<file path="config.mk">
export PLATFORM = sky130hd
export DESIGN_NAME = weighted_grid_neighbour_expander_flat
export DESIGN_NICKNAME = d
export VERILOG_FILES = /design/src/rtl/wgne_pkg.sv /design/src/rtl/wgne_in_if.sv /design/src/rtl/wgne_out_if.sv /design/src/rtl/wgne_cfg_regs.sv /design/src/rtl/wgne_succ.sv /design/src/rtl/weighted_grid_neighbour_expander.sv /design/src/flat_wrapper.sv
export SDC_FILE = /design/constraint.sdc
export NUM_CORES = 1
export LEC_CHECK = 0
export BUFFER_PORTS_ARGS = -buffer_cell sky130_fd_sc_hd__buf_2
export CORE_AREA = 5 5 213 215
export CTS_CLUSTER_SIZE = 40
export DETAILED_ROUTE_END_ITERATION = 7
export DIE_AREA = 0 0 218 220
export HOLD_SLACK_MARGIN = 0.15
export PLACE_DENSITY = 0.59
export SYNTH_ARGS = -nofsm -noshare
export SYNTH_HDL_FRONTEND = slang
export SYNTH_SLANG_ARGS = --single-unit
</file>
<file path="constraint.sdc">
create_clock -name clk -period 10.5 [get_ports clk]
set_clock_uncertainty 0.1 [all_clocks]
set_input_delay 2.1 -clock clk [delete_from_list [all_inputs] [get_ports clk]]
set_output_delay 2.1 -clock clk [all_outputs]
set_load 0.005 [all_outputs]
</file>
<file path="src/rtl/wgne_pkg.sv">
// wgne_pkg: shared types and constants of the weighted grid neighbour expander
// no dependencies; used by the interfaces and every module in rtl

package wgne_pkg;

  localparam int ID_FIELD_W  = 24;
  localparam int WEIGHT_W    = 8;
  localparam int DIR_BITS    = 3;
  localparam int COST_W      = 17;
  localparam int STRIDE_W    = 16;
  localparam int CFG_ADDR_W  = 3;
  localparam int CFG_DATA_W  = 32;
  localparam int NUM_DIRS    = 8;

  localparam int DEF_ID_BITS        = 24;
  localparam int DEF_COST_FRAC_BITS = 8;

  localparam logic [STRIDE_W-1:0] ROW_STRIDE_RESET = 16'd3;
  localparam logic [COST_W-1:0]   COST_MAX         = 17'h1FFFF;

  // round(sqrt(2) * 2^32)
  localparam int                  ROOT2_W   = 33;
  localparam logic [ROOT2_W-1:0]  ROOT2_Q32 = 33'd6074001000;

  // register index, taken from paddr[2]
  typedef enum logic [0:0] {
    REG_ROW_STRIDE = 1'b0,
    REG_UNUSED     = 1'b1
  } reg_idx_t;

  // clockwise from north
  typedef enum logic [DIR_BITS-1:0] {
    DIR_N  = 3'd0,
    DIR_NE = 3'd1,
    DIR_E  = 3'd2,
    DIR_SE = 3'd3,
    DIR_S  = 3'd4,
    DIR_SW = 3'd5,
    DIR_W  = 3'd6,
    DIR_NW = 3'd7
  } dir_t;

  typedef struct packed {
    logic [WEIGHT_W-1:0] nw;
    logic [WEIGHT_W-1:0] n;
    logic [WEIGHT_W-1:0] ne;
    logic [WEIGHT_W-1:0] w;
    logic [WEIGHT_W-1:0] c;
    logic [WEIGHT_W-1:0] e;
    logic [WEIGHT_W-1:0] sw;
    logic [WEIGHT_W-1:0] s;
    logic [WEIGHT_W-1:0] se;
  } nbhd_t;

endpackage

</file>
<file path="src/rtl/wgne_in_if.sv">
// wgne_in_if: input channel, one cell id with its 3x3 weights per transfer
// depends on wgne_pkg

interface wgne_in_if;
  logic                           valid;
  logic                           ready;
  logic [wgne_pkg::ID_FIELD_W-1:0] center_id;
  logic [wgne_pkg::WEIGHT_W-1:0]   weight_nw;
  logic [wgne_pkg::WEIGHT_W-1:0]   weight_n;
  logic [wgne_pkg::WEIGHT_W-1:0]   weight_ne;
  logic [wgne_pkg::WEIGHT_W-1:0]   weight_w;
  logic [wgne_pkg::WEIGHT_W-1:0]   weight_c;
  logic [wgne_pkg::WEIGHT_W-1:0]   weight_e;
  logic [wgne_pkg::WEIGHT_W-1:0]   weight_sw;
  logic [wgne_pkg::WEIGHT_W-1:0]   weight_s;
  logic [wgne_pkg::WEIGHT_W-1:0]   weight_se;

  modport source (
    output valid, center_id, weight_nw, weight_n, weight_ne, weight_w, weight_c,
           weight_e, weight_sw, weight_s, weight_se,
    input  ready
  );

  modport sink (
    input  valid, center_id, weight_nw, weight_n, weight_ne, weight_w, weight_c,
           weight_e, weight_sw, weight_s, weight_se,
    output ready
  );
endinterface

</file>
<file path="src/rtl/wgne_out_if.sv">
// wgne_out_if: result channel, one reachable neighbour per transfer
// depends on wgne_pkg

interface wgne_out_if;
  logic                            valid;
  logic                            ready;
  logic [wgne_pkg::ID_FIELD_W-1:0] neighbour_id;
  logic [wgne_pkg::DIR_BITS-1:0]   direction;
  logic [wgne_pkg::COST_W-1:0]     move_cost;
  logic                            last;

  modport source (
    output valid, neighbour_id, direction, move_cost, last,
    input  ready
  );

  modport sink (
    input  valid, neighbour_id, direction, move_cost, last,
    output ready
  );
endinterface

</file>
<file path="src/rtl/wgne_cfg_regs.sv">
// wgne_cfg_regs: apb-style register port holding the row stride
// depends on wgne_pkg

module wgne_cfg_regs (
  input  logic                              clk,
  input  logic                              rst_n,
  input  logic                              cfg_psel,
  input  logic                              cfg_penable,
  input  logic                              cfg_pwrite,
  input  logic [wgne_pkg::CFG_ADDR_W-1:0]   cfg_paddr,
  input  logic [wgne_pkg::CFG_DATA_W-1:0]   cfg_pwdata,
  output logic [wgne_pkg::CFG_DATA_W-1:0]   cfg_prdata,
  output logic                              cfg_pready,
  output logic [wgne_pkg::STRIDE_W-1:0]     row_stride
);

  logic [wgne_pkg::STRIDE_W-1:0] row_stride_r;
  logic [wgne_pkg::STRIDE_W-1:0] row_stride_nxt;
  wgne_pkg::reg_idx_t            reg_idx;
  logic                          wr_en;

  assign reg_idx    = wgne_pkg::reg_idx_t'(cfg_paddr[2]);
  assign cfg_pready = 1'b1;
  assign wr_en      = cfg_psel && cfg_penable && cfg_pwrite && cfg_pready;

  always_comb begin
    row_stride_nxt = row_stride_r;
    if (wr_en && (reg_idx == wgne_pkg::REG_ROW_STRIDE)) begin
      row_stride_nxt = cfg_pwdata[wgne_pkg::STRIDE_W-1:0];
    end
  end

  always_ff @(posedge clk) begin
    if (!rst_n) begin
      row_stride_r <= wgne_pkg::ROW_STRIDE_RESET;
    end else begin
      row_stride_r <= row_stride_nxt;
    end
  end

  always_comb begin
    unique case (reg_idx)
      wgne_pkg::REG_ROW_STRIDE:
        cfg_prdata = wgne_pkg::CFG_DATA_W'(row_stride_r);
      default:
        cfg_prdata = '0;
    endcase
  end

  assign row_stride = row_stride_r;

endmodule

</file>
<file path="src/rtl/wgne_succ.sv">
// wgne_succ: id and move cost of one successor in a given direction
// depends on wgne_pkg; combinational, sits between the hold and result registers

module wgne_succ #(
  parameter int ID_BITS        = wgne_pkg::DEF_ID_BITS,
  parameter int COST_FRAC_BITS = wgne_pkg::DEF_COST_FRAC_BITS
) (
  input  logic [wgne_pkg::ID_FIELD_W-1:0] center_id,
  input  logic [wgne_pkg::STRIDE_W-1:0]   row_stride,
  input  wgne_pkg::nbhd_t                 nbhd,
  input  wgne_pkg::dir_t                  dir,
  output logic [wgne_pkg::ID_FIELD_W-1:0] neighbour_id,
  output logic [wgne_pkg::COST_W-1:0]     move_cost
);

  localparam int SUM_W  = wgne_pkg::WEIGHT_W + 2;
  localparam int PROD_W = SUM_W + wgne_pkg::ROOT2_W;
  localparam int RND_SH = 33 - COST_FRAC_BITS;
  localparam int DIAG_SH = 34 - COST_FRAC_BITS;
  localparam int STR_SH = COST_FRAC_BITS - 1;

  logic [ID_BITS-1:0]    c_w;
  logic [ID_BITS-1:0]    st_w;
  logic [ID_BITS-1:0]    vert;
  logic [ID_BITS-1:0]    id_w;
  logic                  is_diag;
  logic [wgne_pkg::WEIGHT_W-1:0] wa, wb, wc, wd;
  logic [SUM_W-1:0]      sum;
  logic [PROD_W-1:0]     prod;
  logic [PROD_W-1:0]     cost_full;

  assign c_w  = ID_BITS'(center_id);
  assign st_w = ID_BITS'(row_stride);

  // row step, then column step, both wrapping at ID_BITS
  always_comb begin
    unique case (dir)
      wgne_pkg::DIR_N, wgne_pkg::DIR_NE, wgne_pkg::DIR_NW: vert = c_w - st_w;
      wgne_pkg::DIR_S, wgne_pkg::DIR_SE, wgne_pkg::DIR_SW: vert = c_w + st_w;
      default:                                             vert = c_w;
    endcase
    unique case (dir)
      wgne_pkg::DIR_NE, wgne_pkg::DIR_E, wgne_pkg::DIR_SE:
        id_w = vert + ID_BITS'(1);
      wgne_pkg::DIR_NW, wgne_pkg::DIR_W, wgne_pkg::DIR_SW:
        id_w = vert - ID_BITS'(1);
      default:
        id_w = vert;
    endcase
  end

  assign neighbour_id = wgne_pkg::ID_FIELD_W'(id_w);

  always_comb begin
    is_diag = 1'b0;
    wa = nbhd.c;
    wb = '0;
    wc = '0;
    wd = '0;
    unique case (dir)
      wgne_pkg::DIR_N:  wb = nbhd.n;
      wgne_pkg::DIR_E:  wb = nbhd.e;
      wgne_pkg::DIR_S:  wb = nbhd.s;
      wgne_pkg::DIR_W:  wb = nbhd.w;
      wgne_pkg::DIR_NE: begin
        is_diag = 1'b1;
        wb = nbhd.n; wc = nbhd.ne; wd = nbhd.e;
      end
      wgne_pkg::DIR_SE: begin
        is_diag = 1'b1;
        wb = nbhd.e; wc = nbhd.s; wd = nbhd.se;
      end
      wgne_pkg::DIR_SW: begin
        is_diag = 1'b1;
        wb = nbhd.w; wc = nbhd.sw; wd = nbhd.s;
      end
      default: begin
        is_diag = 1'b1;
        wb = nbhd.nw; wc = nbhd.n; wd = nbhd.w;
      end
    endcase
  end

  assign sum  = SUM_W'(wa) + SUM_W'(wb) + SUM_W'(wc) + SUM_W'(wd);
  // constant multiplier, sum is only ten bits
  assign prod = PROD_W'(sum) * PROD_W'(wgne_pkg::ROOT2_Q32);

  always_comb begin
    if (is_diag) begin
      cost_full = (prod + (PROD_W'(1) << RND_SH)) >> DIAG_SH;
    end else begin
      cost_full = PROD_W'(sum) << STR_SH;
    end
  end

  assign move_cost = (cost_full > PROD_W'(wgne_pkg::COST_MAX)) ? wgne_pkg::COST_MAX
                                                               : cost_full[wgne_pkg::COST_W-1:0];

endmodule

</file>
<file path="src/rtl/weighted_grid_neighbour_expander.sv">
// weighted_grid_neighbour_expander: top level, hold register, picker, result register
// depends on wgne_pkg, wgne_in_if, wgne_out_if, wgne_cfg_regs, wgne_succ
//
// Usage:
//   in_ch carries one cell per transfer: its padded id and the nine terrain
//   weights of its 3x3 neighbourhood (weight 0 = blocked). out_ch carries one
//   reachable neighbour per transfer, clockwise from north, with its id,
//   direction and move cost; last marks the final neighbour of a cell. A cell
//   with no open neighbour is taken and yields no transfer at all.
//   The cfg_ port sets row_stride (byte address 0); write it only while idle.
// Flow:
//   a cell is held in the hold register, and one neighbour per cycle moves from
//   it into the result register while out_ch is not stalled; the first result
//   thus passes through the hold register and then the result register. A cell
//   stays in the hold register until its last reachable neighbour moves out; a
//   cell with none is dropped at its transfer and never occupies it. The next
//   cell is taken in the cycle its last neighbour moves out.
// Reset and stall:
//   rst_n (synchronous, active low) empties both registers and sets
//   row_stride to 3. When out_ch.ready is low the result register holds its
//   transfer, the hold register stops, and in_ch.ready drops once a cell waits.

module weighted_grid_neighbour_expander #(
  parameter int ID_BITS        = wgne_pkg::DEF_ID_BITS,
  parameter int COST_FRAC_BITS = wgne_pkg::DEF_COST_FRAC_BITS
) (
  input  logic                            clk,
  input  logic                            rst_n,
  wgne_in_if.sink                         in_ch,
  wgne_out_if.source                      out_ch,
  input  logic                            cfg_psel,
  input  logic                            cfg_penable,
  input  logic                            cfg_pwrite,
  input  logic [wgne_pkg::CFG_ADDR_W-1:0] cfg_paddr,
  input  logic [wgne_pkg::CFG_DATA_W-1:0] cfg_pwdata,
  output logic [wgne_pkg::CFG_DATA_W-1:0] cfg_prdata,
  output logic                            cfg_pready
);

  localparam int ND = wgne_pkg::NUM_DIRS;

  logic [wgne_pkg::STRIDE_W-1:0]   row_stride;

  // hold register
  logic                            hold_vld_r, hold_vld_nxt;
  logic [ND-1:0]                   pend_r, pend_nxt;
  logic [wgne_pkg::ID_FIELD_W-1:0] hold_id_r;
  wgne_pkg::nbhd_t                 hold_nbhd_r;

  // result register
  logic                            out_vld_r, out_vld_nxt;
  logic [wgne_pkg::ID_FIELD_W-1:0] out_id_r;
  logic [wgne_pkg::DIR_BITS-1:0]   out_dir_r;
  logic [wgne_pkg::COST_W-1:0]     out_cost_r;
  logic                            out_last_r;

  wgne_pkg::nbhd_t                 in_nbhd;
  logic [ND-1:0]                   in_mask;
  logic                            in_xfer;
  logic                            out_free;
  logic                            advance;
  logic [wgne_pkg::DIR_BITS-1:0]   pick;
  logic [ND-1:0]                   pend_left;
  logic                            pick_last;
  logic [wgne_pkg::ID_FIELD_W-1:0] succ_id;
  logic [wgne_pkg::COST_W-1:0]     succ_cost;

  wgne_cfg_regs u_cfg (
    .clk         (clk),
    .rst_n       (rst_n),
    .cfg_psel    (cfg_psel),
    .cfg_penable (cfg_penable),
    .cfg_pwrite  (cfg_pwrite),
    .cfg_paddr   (cfg_paddr),
    .cfg_pwdata  (cfg_pwdata),
    .cfg_prdata  (cfg_prdata),
    .cfg_pready  (cfg_pready),
    .row_stride  (row_stride)
  );

  assign in_nbhd = '{nw: in_ch.weight_nw, n: in_ch.weight_n, ne: in_ch.weight_ne,
                     w: in_ch.weight_w, c: in_ch.weight_c, e: in_ch.weight_e,
                     sw: in_ch.weight_sw, s: in_ch.weight_s, se: in_ch.weight_se};

  // reachability; the centre weight never blocks
  always_comb begin
    in_mask = '0;
    in_mask[wgne_pkg::DIR_N]  = (in_nbhd.n != '0);
    in_mask[wgne_pkg::DIR_NE] = (in_nbhd.n != '0) && (in_nbhd.ne != '0) && (in_nbhd.e != '0);
    in_mask[wgne_pkg::DIR_E]  = (in_nbhd.e != '0);
    in_mask[wgne_pkg::DIR_SE] = (in_nbhd.e != '0) && (in_nbhd.s != '0) && (in_nbhd.se != '0);
    in_mask[wgne_pkg::DIR_S]  = (in_nbhd.s != '0);
    in_mask[wgne_pkg::DIR_SW] = (in_nbhd.w != '0) && (in_nbhd.sw != '0) && (in_nbhd.s != '0);
    in_mask[wgne_pkg::DIR_W]  = (in_nbhd.w != '0);
    in_mask[wgne_pkg::DIR_NW] = (in_nbhd.nw != '0) && (in_nbhd.n != '0) && (in_nbhd.w != '0);
  end

  // lowest pending direction goes first
  always_comb begin
    pick = '0;
    for (int i = ND - 1; i >= 0; i--) begin
      if (pend_r[i]) begin
        pick = wgne_pkg::DIR_BITS'(i);
      end
    end
  end

  always_comb begin
    pend_left       = pend_r;
    pend_left[pick] = 1'b0;
  end

  assign pick_last = (pend_left == '0);
  assign out_free  = !out_vld_r || out_ch.ready;
  assign advance   = hold_vld_r && out_free;
  assign in_ch.ready = !hold_vld_r || (advance && pick_last);
  assign in_xfer   = in_ch.valid && in_ch.ready;

  wgne_succ #(
    .ID_BITS        (ID_BITS),
    .COST_FRAC_BITS (COST_FRAC_BITS)
  ) u_succ (
    .center_id    (hold_id_r),
    .row_stride   (row_stride),
    .nbhd         (hold_nbhd_r),
    .dir          (wgne_pkg::dir_t'(pick)),
    .neighbour_id (succ_id),
    .move_cost    (succ_cost)
  );

  always_comb begin
    hold_vld_nxt = hold_vld_r;
    pend_nxt     = pend_r;
    if (advance) begin
      pend_nxt = pend_left;
      if (pick_last) begin
        hold_vld_nxt = 1'b0;
      end
    end
    // a cell with nothing reachable is dropped on transfer
    if (in_xfer) begin
      hold_vld_nxt = (in_mask != '0);
      pend_nxt     = in_mask;
    end
  end

  always_comb begin
    out_vld_nxt = out_vld_r;
    if (out_free) begin
      out_vld_nxt = advance;
    end
  end

  always_ff @(posedge clk) begin
    if (!rst_n) begin
      hold_vld_r <= 1'b0;
      pend_r     <= '0;
      out_vld_r  <= 1'b0;
    end else begin
      hold_vld_r <= hold_vld_nxt;
      pend_r     <= pend_nxt;
      out_vld_r  <= out_vld_nxt;
    end
  end

  always_ff @(posedge clk) begin
    if (in_xfer) begin
      hold_id_r   <= in_ch.center_id;
      hold_nbhd_r <= in_nbhd;
    end
    if (advance) begin
      out_id_r   <= succ_id;
      out_dir_r  <= pick;
      out_cost_r <= succ_cost;
      out_last_r <= pick_last;
    end
  end

  assign out_ch.valid        = out_vld_r;
  assign out_ch.neighbour_id = out_id_r;
  assign out_ch.direction    = out_dir_r;
  assign out_ch.move_cost    = out_cost_r;
  assign out_ch.last         = out_last_r;

  // a held cell always has something left to send
  a_hold_has_work: assert property (@(posedge clk) disable iff (!rst_n)
    hold_vld_r |-> (pend_r != '0))
    else $error("hold register valid with no pending direction");

  a_empty_takes_input: assert property (@(posedge clk) disable iff (!rst_n)
    !hold_vld_r |-> in_ch.ready)
    else $error("input stalled while hold register empty");

  a_advance_fills_out: assert property (@(posedge clk) disable iff (!rst_n)
    advance |=> out_vld_r)
    else $error("moved neighbour did not reach result register");

  a_cell_continues: assert property (@(posedge clk) disable iff (!rst_n)
    (advance && !pick_last) |=> (hold_vld_r && !in_ch.ready || hold_vld_r && out_free))
    else $error("cell left hold register before its last neighbour");

  a_pend_shrinks: assert property (@(posedge clk) disable iff (!rst_n)
    (advance && !pick_last) |=> ($countones(pend_r) == $countones($past(pend_r)) - 1))
    else $error("pending directions did not drop by one");

endmodule
</file>
<file path="src/flat_wrapper.sv">
// flat-port wrapper written by rule: the top's interface ports become plain ports
module weighted_grid_neighbour_expander_flat 
#(
  parameter int ID_BITS        = wgne_pkg::DEF_ID_BITS,
  parameter int COST_FRAC_BITS = wgne_pkg::DEF_COST_FRAC_BITS
)
  (clk, rst_n, cfg_psel, cfg_penable, cfg_pwrite, cfg_paddr, cfg_pwdata, cfg_prdata, cfg_pready, in_ch_valid, in_ch_center_id, in_ch_weight_nw, in_ch_weight_n, in_ch_weight_ne, in_ch_weight_w, in_ch_weight_c, in_ch_weight_e, in_ch_weight_sw, in_ch_weight_s, in_ch_weight_se, in_ch_ready, out_ch_valid, out_ch_neighbour_id, out_ch_direction, out_ch_move_cost, out_ch_last, out_ch_ready);
  wgne_in_if in_ch_i ();
  wgne_out_if out_ch_i ();
  input  logic clk;
  input  logic rst_n;
  input  logic cfg_psel;
  input  logic cfg_penable;
  input  logic cfg_pwrite;
  input  logic [wgne_pkg::CFG_ADDR_W-1:0] cfg_paddr;
  input  logic [wgne_pkg::CFG_DATA_W-1:0] cfg_pwdata;
  output logic [wgne_pkg::CFG_DATA_W-1:0] cfg_prdata;
  output logic cfg_pready;
  input wire logic [$bits(in_ch_i.valid)-1:0] in_ch_valid;
  input wire logic [$bits(in_ch_i.center_id)-1:0] in_ch_center_id;
  input wire logic [$bits(in_ch_i.weight_nw)-1:0] in_ch_weight_nw;
  input wire logic [$bits(in_ch_i.weight_n)-1:0] in_ch_weight_n;
  input wire logic [$bits(in_ch_i.weight_ne)-1:0] in_ch_weight_ne;
  input wire logic [$bits(in_ch_i.weight_w)-1:0] in_ch_weight_w;
  input wire logic [$bits(in_ch_i.weight_c)-1:0] in_ch_weight_c;
  input wire logic [$bits(in_ch_i.weight_e)-1:0] in_ch_weight_e;
  input wire logic [$bits(in_ch_i.weight_sw)-1:0] in_ch_weight_sw;
  input wire logic [$bits(in_ch_i.weight_s)-1:0] in_ch_weight_s;
  input wire logic [$bits(in_ch_i.weight_se)-1:0] in_ch_weight_se;
  output wire logic [$bits(in_ch_i.ready)-1:0] in_ch_ready;
  output wire logic [$bits(out_ch_i.valid)-1:0] out_ch_valid;
  output wire logic [$bits(out_ch_i.neighbour_id)-1:0] out_ch_neighbour_id;
  output wire logic [$bits(out_ch_i.direction)-1:0] out_ch_direction;
  output wire logic [$bits(out_ch_i.move_cost)-1:0] out_ch_move_cost;
  output wire logic [$bits(out_ch_i.last)-1:0] out_ch_last;
  input wire logic [$bits(out_ch_i.ready)-1:0] out_ch_ready;
  assign in_ch_i.valid = in_ch_valid;
  assign in_ch_i.center_id = in_ch_center_id;
  assign in_ch_i.weight_nw = in_ch_weight_nw;
  assign in_ch_i.weight_n = in_ch_weight_n;
  assign in_ch_i.weight_ne = in_ch_weight_ne;
  assign in_ch_i.weight_w = in_ch_weight_w;
  assign in_ch_i.weight_c = in_ch_weight_c;
  assign in_ch_i.weight_e = in_ch_weight_e;
  assign in_ch_i.weight_sw = in_ch_weight_sw;
  assign in_ch_i.weight_s = in_ch_weight_s;
  assign in_ch_i.weight_se = in_ch_weight_se;
  assign in_ch_ready = in_ch_i.ready;
  assign out_ch_valid = out_ch_i.valid;
  assign out_ch_neighbour_id = out_ch_i.neighbour_id;
  assign out_ch_direction = out_ch_i.direction;
  assign out_ch_move_cost = out_ch_i.move_cost;
  assign out_ch_last = out_ch_i.last;
  assign out_ch_i.ready = out_ch_ready;
  weighted_grid_neighbour_expander #(.ID_BITS(ID_BITS), .COST_FRAC_BITS(COST_FRAC_BITS)) u_core (.clk(clk), .rst_n(rst_n), .in_ch(in_ch_i), .out_ch(out_ch_i), .cfg_psel(cfg_psel), .cfg_penable(cfg_penable), .cfg_pwrite(cfg_pwrite), .cfg_paddr(cfg_paddr), .cfg_pwdata(cfg_pwdata), .cfg_prdata(cfg_prdata), .cfg_pready(cfg_pready));
endmodule
</file>
==> metrics.md, run 1 <==
| Metric | Value |
|---|---|
| Iter 0 DRT Violations | `691` |
| Worst hold margin | `0.411 ns` |
| Total of warnings raised by yosys | `0` |
| Vias | `12400` |
| Number of cells in the finished layout apart from fillers | `2441` |
| Fmax | `99.7 MHz` |
| Critical path buffer and inverter count | `5` |
| I/O pin cnt | `218` |
| Synthesized cell area | `15400 sq um` |
| Worst setup path category | `register to register` |
| Number of cells after detailed placement | `2405` |
| First-pass iteration count of the detailed router | `7` |
| DR DRC count | `0` |
| Die width | `218 um` |
| Top flip-flop cell by instance count after synthesis | `edfxtp_1` |
| Hpwl dp | `34200 um` |
| Die ar. | `48000 sq um` |
| CTS tree | `yes` |
| Antenna diodes | `0` |
| Cts hold-fix bufs | `0` |
| Vertical die dimension | `220 um` |
| Distinct cell type count after synthesis | `95` |
| Maximum fanout along the worst path | `16` |
| Hold violation count in the final report | `0` |
| Clock-pin slew on the worst setup and hold paths | `0.08 ns` |
| Avg Synthesized Cell Area | `9.60 sq um` |
| CTS H-tree depth | `4` |
| Routed len/inst | `17.4 um` |
| Global placement routability congestion | `0.894` |
| Remaining global-route overflow | `0` |
| Setup TNS after final layout | `0 ns` |
| Post-synthesis async set-or-reset flop share | `0` |
| Max Buffers Root-to-Sink | `2` |
| Final setup violation count | `0` |
| First-pass GRT wire length | `67000 um` |
| CP Launch Type | `register` |
| Number of max-cap violations | `0` |
| Signed area change from the synthesized netlist to the final layout | `17.8%` |
| Slowest cell on the critical path | `fa_1` |
| Final Net Count | `2236` |
| Overall global routing resource usage | `0.178` |
| Maximum number of pins on one net before global-route repair | `82` |
| IO buf count | `182` |
| Fraction of layout instances using a drive strength above 1 | `0.200` |
| Clk_lat worst skew | `0.48 ns` |
| Most frequent standard cell in the layout excluding fill and tap cells | `inv_1` |
| Gate count after technology mapping | `1607` |
| Placement Cell Area | `17400 sq um` |
| Antenna violations before repair | `0` |
| Max-slew headroom at the worst pin | `0.329` |
| Total CTS buffers | `17` |
| Category of cells accounting for the largest share of critical-path delay | `adder cells` |
| Seq/Total Area, Yosys | `0.308` |
| Clock sink count | `167` |
| Via count of the first global-routing pass | `12500` |
| Required time at the worst-slack endpoint | `10.60 ns` |
| Final clock period utilization by the worst path | `0.955` |
| Worst Setup End Kind | `register` |
| Detailed-route vias per instance | `5.10` |
| Effective utilization at floorplan | `0.354` |
| Final WL | `42400 um` |
| Final instance area | `18200 sq um` |
| Result of the run | `finished, final reports clean` |
| Arrival @ worst endpoint | `10.12 ns` |
| Final Critical Period | `10.03 ns` |
| Critical path's largest stage delay | `0.64 ns` |
| Site Rows | `77` |
| Root buffer selected by CTS | `clkbuf_16` |
| Number of pins with negative max-slew slack in the final report | `0` |
| Leading cell types in the layout, fill and taps excluded | `inv_1 (185), buf_2 (182), ha_1 (179)` |
| Standard cell core area | `43500 sq um` |
| Count of flip-flops with a built-in enable after synthesis | `141` |
| Flip-flop and latch count after synthesis | `167` |
| Kind of path behind the tightest hold check | `register to register` |
| Post-route antenna net violation count | `0` |
| Tightest Pin Transition | `1.00 ns` |
## metrics by stage
step,setup slack (ns),util
finish,0.474,0.417
global route,-0.0371,0.417
CTS,0.00510,0.413
detailed placement,0.0898,0.399
global placement,0.154,0.399
floorplan,0.0608,-
## worst reg2reg max path: cells and delay by family (launching register included)
| kind | cells | cell delay, ns |
|---|---|---|
| buffers and inverters | 5 | 0.67 |
| XOR/XNOR | 3 | 0.56 |
| flip-flops | 1 | 0.38 |
| AO/OA/AOI/OAI | 14 | 2.71 |
| AND/OR/NAND/NOR | 7 | 1.37 |
| adder cells (fa/ha/maj) | 10 | 3.94 |
## final cells by class
type	count	area, sq um
sequential	167	4760
fill	4356	25400
tap	592	741
clock buffer	17	425
timing repair buffer	255	1480
clock inverter	15	163
multi-input combinational	1210	9900
inverter	185	694
## synthesized netlist by cell type (4+ instances only)
master       n  area (sq um)
a2111oi_0    4          35.0
a211oi_1    14           105
a21boi_0    16           120
a21o_1      31           233
a21oi_1    112           561
a221o_1      4          40.0
a222oi_1    24           240
a31oi_1      8          50.1
a32oi_1      5          43.8
and2_1      14          87.6
and3_1       9          56.3
buf_4       18           135
clkbuf_1    36           135
dfxtp_1     26           521
edfxtp_1   141          4230
fa_1        81          1620
ha_1       181          2260
inv_1      185           694
mux2_2       6          67.6
mux2i_1      7          70.1
nand2_1    156           586
nand2b_1    13          81.3
nand3_1     17          85.1
nand3b_1     6          45.0
nand4_1      9          56.3
nor2_1     115           432
nor2b_1     37           231
nor3_1      18          90.1
nor4_1      23           144
nor4b_1      4          35.0
o211ai_1     8          60.1
o21a_1       7          52.6
o21ai_0     66           330
o21ai_1      5          25.0
o21bai_1    12          90.1
o31ai_1     11          82.6
or2_2        8          50.1
or3_1        5          31.3
xnor2_1     46           403
xor2_1      37           324
## per-layer routing
| metal | track usage | wire length, um | share of wire | vias to the layer above |
|---|---|---|---|---|
| li1 | - | - | - | 6145 |
| met1 | 0.237 | 19100 | 0.45 | 5948 |
| met4 | 0.0534 | 881 | 0.021 | 0 |
| met5 | 0 | 0 | 0 | - |
| met2 | 0.294 | 20300 | 0.48 | 293 |
| met3 | 0.0367 | 2090 | 0.049 | 52 |
## flip-flops by register name, summed over array words and instances, names as in the netlist
| name | count |
|---|---|
| u_core.out_ch.direction | 3 |
| u_core.hold_id_r | 24 |
| u_core.out_ch.last | 1 |
| u_core.out_ch.valid | 1 |
| u_core.pend_r | 8 |
| u_core.out_ch.move_cost | 17 |
| u_core.hold_vld_r | 1 |
| u_core.out_ch.neighbour_id | 24 |
| u_core.hold_nbhd_r | 72 |
| u_core.u_cfg.row_stride | 16 |
## cell families (layout without fill, tap and decap cells)
kind of cell | after synthesis | in the layout | synth area share
flip-flops | 167 | 167 | 0.308
multiplexers | 13 | 13 | 0.00892
other | 2 | 17 | 0.000487
adder cells (fa/ha/maj) | 263 | 263 | 0.253
AO/OA/AOI/OAI | 374 | 374 | 0.167
buffers and inverters | 245 | 472 | 0.0653
XOR/XNOR | 85 | 85 | 0.0492
AND/OR/NAND/NOR | 458 | 458 | 0.148
## final timing paths
check                        startpoint                          end  slack, ns  cells past startpoint
max                    u_core.pend_r[3]  u_core.out_ch.move_cost[11]       0.47                     39
min          u_core.u_cfg.row_stride[6]   u_core.u_cfg.row_stride[6]       0.41                      2
max reg2reg            u_core.pend_r[3]  u_core.out_ch.move_cost[11]       0.47                     39
min reg2reg  u_core.u_cfg.row_stride[6]   u_core.u_cfg.row_stride[6]       0.41                      2
## what timing repair did
item,4_1_cts,5_1_grt
buffers inserted,0,4
endpoints found under the hold margin,0,0
resized for setup,0,36
endpoints found under the setup margin,0,16
Power of run 1 is left out: the tool's default activity adds up to more than one toggle a clock period on the data nets, which glitch-free logic cannot reach.
==> inputs of run 2 (changes only) <==
- MAX_ROUTING_LAYER: default -> met4
==> metrics.md, run 2 (synthesized netlist as in run 1, its figures left out) <==
| Metric | Value |
|---|---|
| Result of the run | `finished, final reports clean (unchanged)` |
| Clock-pin slew on the worst setup and hold paths | `0.08 ns (about the same)` |
| Fmax | `99.8 MHz (was 99.7 MHz)` |
| Met2 WL post-DR | `20500 um (was 20300 um)` |
| Vertical die dimension | `220 um (unchanged)` |
| Max-slew headroom at the worst pin | `0.276 (was 0.329)` |
| CTS tree | `yes (unchanged)` |
| Vias | `12500 (was 12400)` |
| Total number of cells along the worst setup path | `39 (unchanged)` |
| Effective utilization at floorplan | `0.354 (unchanged)` |
| Worst setup path category | `register to register (unchanged)` |
| Worst hold margin | `0.418 ns (was 0.411 ns)` |
| Setup TNS after final layout | `0 ns (unchanged)` |
| Beginning of the worst hold path | `u_core.u_cfg.row_stride[6] (unchanged)` |
| Number of pins with negative max-slew slack in the final report | `0 (unchanged)` |
| Number of max-cap violations | `0 (unchanged)` |
| Die width | `218 um (unchanged)` |
| Topmost layer with routed signal wires | `met4 (unchanged)` |
| Detailed-route vias per instance | `5.13 (was 5.10)` |
| Tightest Pin Transition | `1.08 ns (was 1.00 ns)` |
| Hpwl dp | `34400 um (was 34200 um)` |
| First-pass iteration count of the detailed router | `5 (was 7)` |
| Final clock period utilization by the worst path | `0.954 (was 0.955)` |
| Post-route antenna net violation count | `0 (unchanged)` |
| Final WL | `42800 um (was 42400 um)` |
| DR DRC count | `0 (unchanged)` |
| CP Launch Type | `register (unchanged)` |
| Met3 routed wirelength | `1860 um (was 2090 um)` |
| Cts hold-fix bufs | `0 (unchanged)` |
| Hold depth | `2 (unchanged)` |
| Total CTS buffers | `17 (unchanged)` |
| R2R Path Start | `u_core.pend_r[3] (unchanged)` |
| Leading cell types in the layout, fill and taps excluded | `inv_1 (184), buf_2 (182), ha_1 (181) (was inv_1 (185), buf_2 (182), ha_1 (179))` |
| Maximum number of pins on one net before global-route repair | `82 (unchanged)` |
| Final Critical Period | `10.02 ns (was 10.03 ns)` |
| Worst Setup End Kind | `register (unchanged)` |
| Most frequent standard cell in the layout excluding fill and tap cells | `inv_1 (unchanged)` |
| Routed len/inst | `17.5 um (was 17.4 um)` |
| Fillers | `4405 (was 4356)` |
| Arrival @ worst endpoint | `10.11 ns (was 10.12 ns)` |
| Antenna violations before repair | `0 (unchanged)` |
| Maximum fanout along the worst path | `8 (was 16)` |
| Iter 0 DRT Violations | `848 (was 691)` |
| Signed area change from the synthesized netlist to the final layout | `18.0% (was 17.8%)` |
| Kind of path behind the tightest hold check | `register to register (unchanged)` |
| Clock sink count | `167 (unchanged)` |
| Critical path's largest stage delay | `0.63 ns (was 0.64 ns)` |
| Required time at the worst-slack endpoint | `10.59 ns (was 10.60 ns)` |
| Die ar. | `48000 sq um (unchanged)` |
| Remaining global-route overflow | `0 (unchanged)` |
| Fraction of layout instances using a drive strength above 1 | `0.197 (was 0.200)` |
| IO buf count | `182 (unchanged)` |
| Critical path buffer and inverter count | `5 (unchanged)` |
| Category of cells accounting for the largest share of critical-path delay | `adder cells (unchanged)` |
| Overall global routing resource usage | `0.183 (was 0.178)` |
| Via count of the first global-routing pass | `12300 (was 12500)` |
| Largest Register | `u_core.hold_nbhd_r (unchanged)` |
| Final Net Count | `2238 (was 2236)` |
| Post-route met1 wirelength | `19500 um (was 19100 um)` |
| Global placement routability congestion | `0.899 (was 0.894)` |
| CTS H-tree depth | `4 (unchanged)` |
| I/O pin cnt | `218 (unchanged)` |
| Crit path launch | `u_core.pend_r[3] (unchanged)` |
| First-pass GRT wire length | `67000 um (about the same)` |
| Site Rows | `77 (unchanged)` |
| Util after Layout | `0.418 (was 0.417)` |
| Max Buffers Root-to-Sink | `2 (unchanged)` |
| Clk_lat worst skew | `0.48 ns (about the same)` |
| Standard cell core area | `43500 sq um (unchanged)` |
| Slowest cell on the critical path | `fa_1 (unchanged)` |
| Root buffer selected by CTS | `clkbuf_16 (unchanged)` |
| Hold violation count in the final report | `0 (unchanged)` |
| Length in cells of the worst reg-to-reg path | `39 (unchanged)` |
| Flip-flop count of the largest register after layout | `72 (unchanged)` |
| Final setup violation count | `0 (unchanged)` |
[run 2: cell count changes in the layout (fill, tap and decap cells not counted), sizes merged]
cell / change
clkbuf: +2
clkinvlp: -1
inv: -3
bufinv: +1
diode: +1
buf: +1
clkinv: +2
[run 2: worst paths after layout]
check	endpoint	slack (ns)
setup / recovery	u_core.out_ch.move_cost[11]	0.48
hold / removal	u_core.u_cfg.row_stride[6]	0.42
setup reg to reg	u_core.out_ch.move_cost[11]	0.48
hold reg to reg	u_core.u_cfg.row_stride[6]	0.42
[run 2: what timing repair did]
action,in CTS,in global routing
setup buffers,0,5
setup endpoints to repair,0,16
gates resized for setup,0,30
[run 2: through the flow]
step	area, sq um	std cells	setup WS [ns]
after floorplan	15500	1622	0.0608
after global placement	17400	2405	0.0934
after detailed placement	17400	2405	0.0994
after CTS	18000	2437	0.0416
after global routing	18200	2443	-0.0256
final	18200	2444	0.485
[run 2: per-layer routing]
metal  track usage  vias up
met1         0.239     5987
li1              -     6178
met2         0.296      323
met3        0.0310       48
met5             -        -
met4        0.0523        0
[run 2: worst reg2reg max path, delay by kind of cell (launching register included)]
kind	cells	cell delay [ns]
fa+ha+maj	10	3.96
xor+xnor	3	0.51
buf+inv	5	0.53
compound gates	14	2.83
simple gates	7	1.42
flops	1	0.38
[run 2: final cells by class]
class,instances,area [sq um],area share
Clock buffer,18,429,0.0236
Sequential cell,167,4760,0.262
Inverter,185,694,0.0382
Tap cell,592,741,0.0407
Antenna cell,1,2.50,0.000138
Timing Repair Buffer,257,1510,0.0829
Multi-Input combinational cell,1210,9870,0.542
Clock inverter,14,193,0.0106
Power of run 2 is left out for the same reason.
==> inputs of run 3 (changes only) <==
- SLEW_MARGIN: default -> 25
- SYNTH_HIERARCHICAL: default -> 1
==> metrics.md, run 3 <==
| Metric | Value |
|---|---|
| Result of the run | `finished, final reports clean (unchanged)` |
| Met3 routed wirelength | `1500 um (was 1860 um)` |
| Antenna violations before repair | `1 (was 0)` |
| Final WL | `40700 um (was 42800 um)` |
| Kind of path behind the tightest hold check | `register to register (unchanged)` |
| Tightest Pin Transition | `0.954 ns (was 1.08 ns)` |
| Total of warnings raised by yosys | `6 (was 0)` |
| Final clock period utilization by the worst path | `0.975 (was 0.954)` |
| Maximum number of pins on one net before global-route repair | `73 (was 82)` |
| Top flip-flop cell by instance count after synthesis | `edfxtp_1 (unchanged)` |
| Number of max-cap violations | `0 (unchanged)` |
| Avg Synthesized Cell Area | `9.95 sq um (was 9.60 sq um)` |
| Beginning of the worst hold path | `u_core/u_cfg/row_stride[13] (was u_core.u_cfg.row_stride[6])` |
| Largest Register | `u_core/hold_nbhd_r (was u_core.hold_nbhd_r)` |
| Count of flip-flops with a built-in enable after synthesis | `141 (unchanged)` |
| Largest cells by area after synthesis | `edfxtp_1 (28%), ha_1 (15%), fa_1 (11%) (was edfxtp_1 (27%), ha_1 (15%), fa_1 (11%))` |
| Crit path launch | `u_core/pend_r[2] (was u_core.pend_r[3])` |
| Effective utilization at floorplan | `0.353 (was 0.354)` |
| Root buffer selected by CTS | `clkbuf_16 (unchanged)` |
| Iter 0 DRT Violations | `628 (was 848)` |
| Site Rows | `77 (unchanged)` |
| Util after Layout | `0.431 (was 0.418)` |
| Final Critical Period | `10.24 ns (was 10.02 ns)` |
| Seq/Total Area, Yosys | `0.309 (was 0.308)` |
| Die width | `218 um (unchanged)` |
| Routed len/inst | `16.7 um (was 17.5 um)` |
| CTS H-tree depth | `4 (unchanged)` |
| Distinct cell type count after synthesis | `82 (was 95)` |
| Slack of the worst reg-to-reg path | `0.26 ns (was 0.48 ns)` |
| Signed area change from the synthesized netlist to the final layout | `22.2% (was 18.0%)` |
| Clock sink count | `167 (unchanged)` |
| Maximum fanout along the worst path | `7 (was 8)` |
| Global placement routability congestion | `0.910 (was 0.899)` |
| Final setup violation count | `0 (unchanged)` |
| Largest area contributor in the netlist | `edfxtp_1 (unchanged)` |
| Vias | `12100 (was 12500)` |
| Post-route antenna net violation count | `0 (unchanged)` |
| Capture point of the worst reg-to-reg path | `u_core/out_ch.move_cost[13] (was u_core.out_ch.move_cost[11])` |
| Max-slew headroom at the worst pin | `0.364 (was 0.276)` |
| Final Net Count | `2231 (was 2238)` |
| CP Launch Type | `register (unchanged)` |
| Vertical die dimension | `220 um (unchanged)` |
| CTS tree | `yes (unchanged)` |
| Post-route met1 wirelength | `18700 um (was 19500 um)` |
| I/O pin cnt | `218 (unchanged)` |
| Met2 WL post-DR | `19500 um (was 20500 um)` |
| Worst hold margin | `0.422 ns (was 0.418 ns)` |
| Clock-pin slew on the worst setup and hold paths | `0.08 ns (about the same)` |
| R2R Path Start | `u_core/pend_r[2] (was u_core.pend_r[3])` |
| Worst path setup slack after routing | `0.258 ns (was 0.485 ns)` |
| Synthesized cell area | `15400 sq um (about the same)` |
| Gate count after technology mapping | `1545 (was 1607)` |
| Most common cell type on the critical path | `buf_4` |
| Hold violation count in the final report | `0 (unchanged)` |
| Flip-flop and latch count after synthesis | `167 (unchanged)` |
| Fraction of layout instances using a drive strength above 1 | `0.257 (was 0.197)` |
| First-pass GRT wire length | `63900 um (was 67000 um)` |
| Standard cell core area | `43500 sq um (unchanged)` |
| Required time at the worst-slack endpoint | `10.61 ns (was 10.59 ns)` |
| Length in cells of the worst reg-to-reg path | `40 (was 39)` |
| Area share of the largest cell type after synthesis | `0.276 (was 0.275)` |
| First-pass iteration count of the detailed router | `5 (unchanged)` |
| Worst Setup End Kind | `register (unchanged)` |
| End of the critical path | `u_core/out_ch.move_cost[13] (was u_core.out_ch.move_cost[11])` |
| IO buf count | `182 (unchanged)` |
| Remaining global-route overflow | `0 (unchanged)` |
| DR DRC count | `0 (unchanged)` |
| Post-synth top cells | `inv_1 (193), ha_1 (181), edfxtp_1 (141), nand2_1 (129), a21oi_1 (92) (was inv_1 (185), ha_1 (181), nand2_1 (156), edfxtp_1 (141), nor2_1 (115))` |
| Hpwl dp | `32600 um (was 34400 um)` |
| Number of pins with negative max-slew slack in the final report | `0 (unchanged)` |
| Detailed-route vias per instance | `4.98 (was 5.13)` |
| Via count of the first global-routing pass | `12200 (was 12300)` |
| Arrival @ worst endpoint | `10.35 ns (was 10.11 ns)` |
| Slowest cell on the critical path | `or4_4 (was fa_1)` |
| Setup TNS after final layout | `0 ns (unchanged)` |
| Max Buffers Root-to-Sink | `2 (unchanged)` |
| Post-synthesis async set-or-reset flop share | `0 (unchanged)` |
| RSZ-0062 raised after global routing | `yes` |
| Worst setup path category | `register to register (unchanged)` |
| Fmax | `97.6 MHz (was 99.8 MHz)` |
| Critical path's largest stage delay | `0.58 ns (was 0.63 ns)` |
| Flip-flop count of the largest register after layout | `72 (unchanged)` |
| Post-place setup slack | `-0.269 ns (was 0.0994 ns)` |
| Clk_lat worst skew | `0.45 ns (was 0.48 ns)` |
| Most frequently used cell type in the post-synthesis netlist | `inv_1 (unchanged)` |
| Total CTS buffers | `17 (unchanged)` |
| Leading cell types in the layout, fill and taps excluded | `buf_2 (182), inv_1 (182), ha_1 (170) (was inv_1 (184), buf_2 (182), ha_1 (181))` |
| Die ar. | `48000 sq um (unchanged)` |
| Overall global routing resource usage | `0.172 (was 0.183)` |
| Topmost layer with routed signal wires | `met4 (unchanged)` |
run 3: cell count changes in the layout (fill, tap and decap cells not counted), sizes merged, moves of 14 or more:
cell    before  now
mux2i        7   49
nand2      156  129
nor2       115   67
a21boi      17    3
a21oi      115   92
a222oi      24    0
buf        256  315
run 3: per-layer routing:
layer	global-route usage	vias to the layer above
li1	-	5985
met1	0.225	5817
met2	0.279	284
met3	0.0235	56
met4	0.0534	0
met5	-	-
run 3: worst max-delay path: cells and delay by family, from the launching register on:
kind	cells	cell delay (ns)
AO/OA/AOI/OAI	9	1.73
multiplexers	2	0.60
flip-flops	1	0.32
AND/OR/NAND/NOR	9	2.21
buffers and inverters	8	1.17
adder cells (fa/ha/maj)	10	3.52
XOR/XNOR	2	0.33
run 3: timing repair:
item,4_1_cts,5_1_grt
pin swaps,18,54
buffers inserted,6,15
resized for setup,27,52
setup endpoints to repair,5,9
hold buffers,0,0
run 3: layout make-up:
class | count | area [sq um]
tap | 592 | 741
sequential | 167 | 4760
clock buffer | 18 | 429
multi-input combinational | 1137 | 9990
timing repair buffer | 315 | 1970
antenna | 1 | 2.50
inverter | 193 | 724
clock inverter | 14 | 165
fill | 4249 | 24800
run 3: worst min-delay path by stage:
stage	to	slack, ns	cells after the start
after floorplan	u_core/u_cfg/row_stride[14]	0.36	2
after global placement	u_core/u_cfg/row_stride[9]	0.40	2
after detailed placement	u_core/u_cfg/row_stride[8]	0.42	2
after CTS	u_core/u_cfg/row_stride[9]	0.43	2
after global routing	u_core/u_cfg/row_stride[5]	0.45	2
final	u_core/u_cfg/row_stride[13]	0.42	2
run 3: stage by stage:
stage / instance area (sq um) / cells
after floorplan: 15500 / 1560
final: 18800 / 2437
after detailed placement: 17700 / 2383
after CTS: 18400 / 2421
after global routing: 18800 / 2437
after global placement: 17700 / 2383
run 3: logic make-up after synthesis:
group / Yosys count / share of synthesized area
AO/OA/AOI/OAI: 303 / 0.127
multiplexers: 77 / 0.0593
flip-flops: 167 / 0.309
adder cells (fa/ha/maj): 262 / 0.253
AND/OR/NAND/NOR: 383 / 0.126
other: 2 / 0.000489
buffers and inverters: 256 / 0.0699
XOR/XNOR: 95 / 0.0554
Power of run 3 is left out for the same reason.
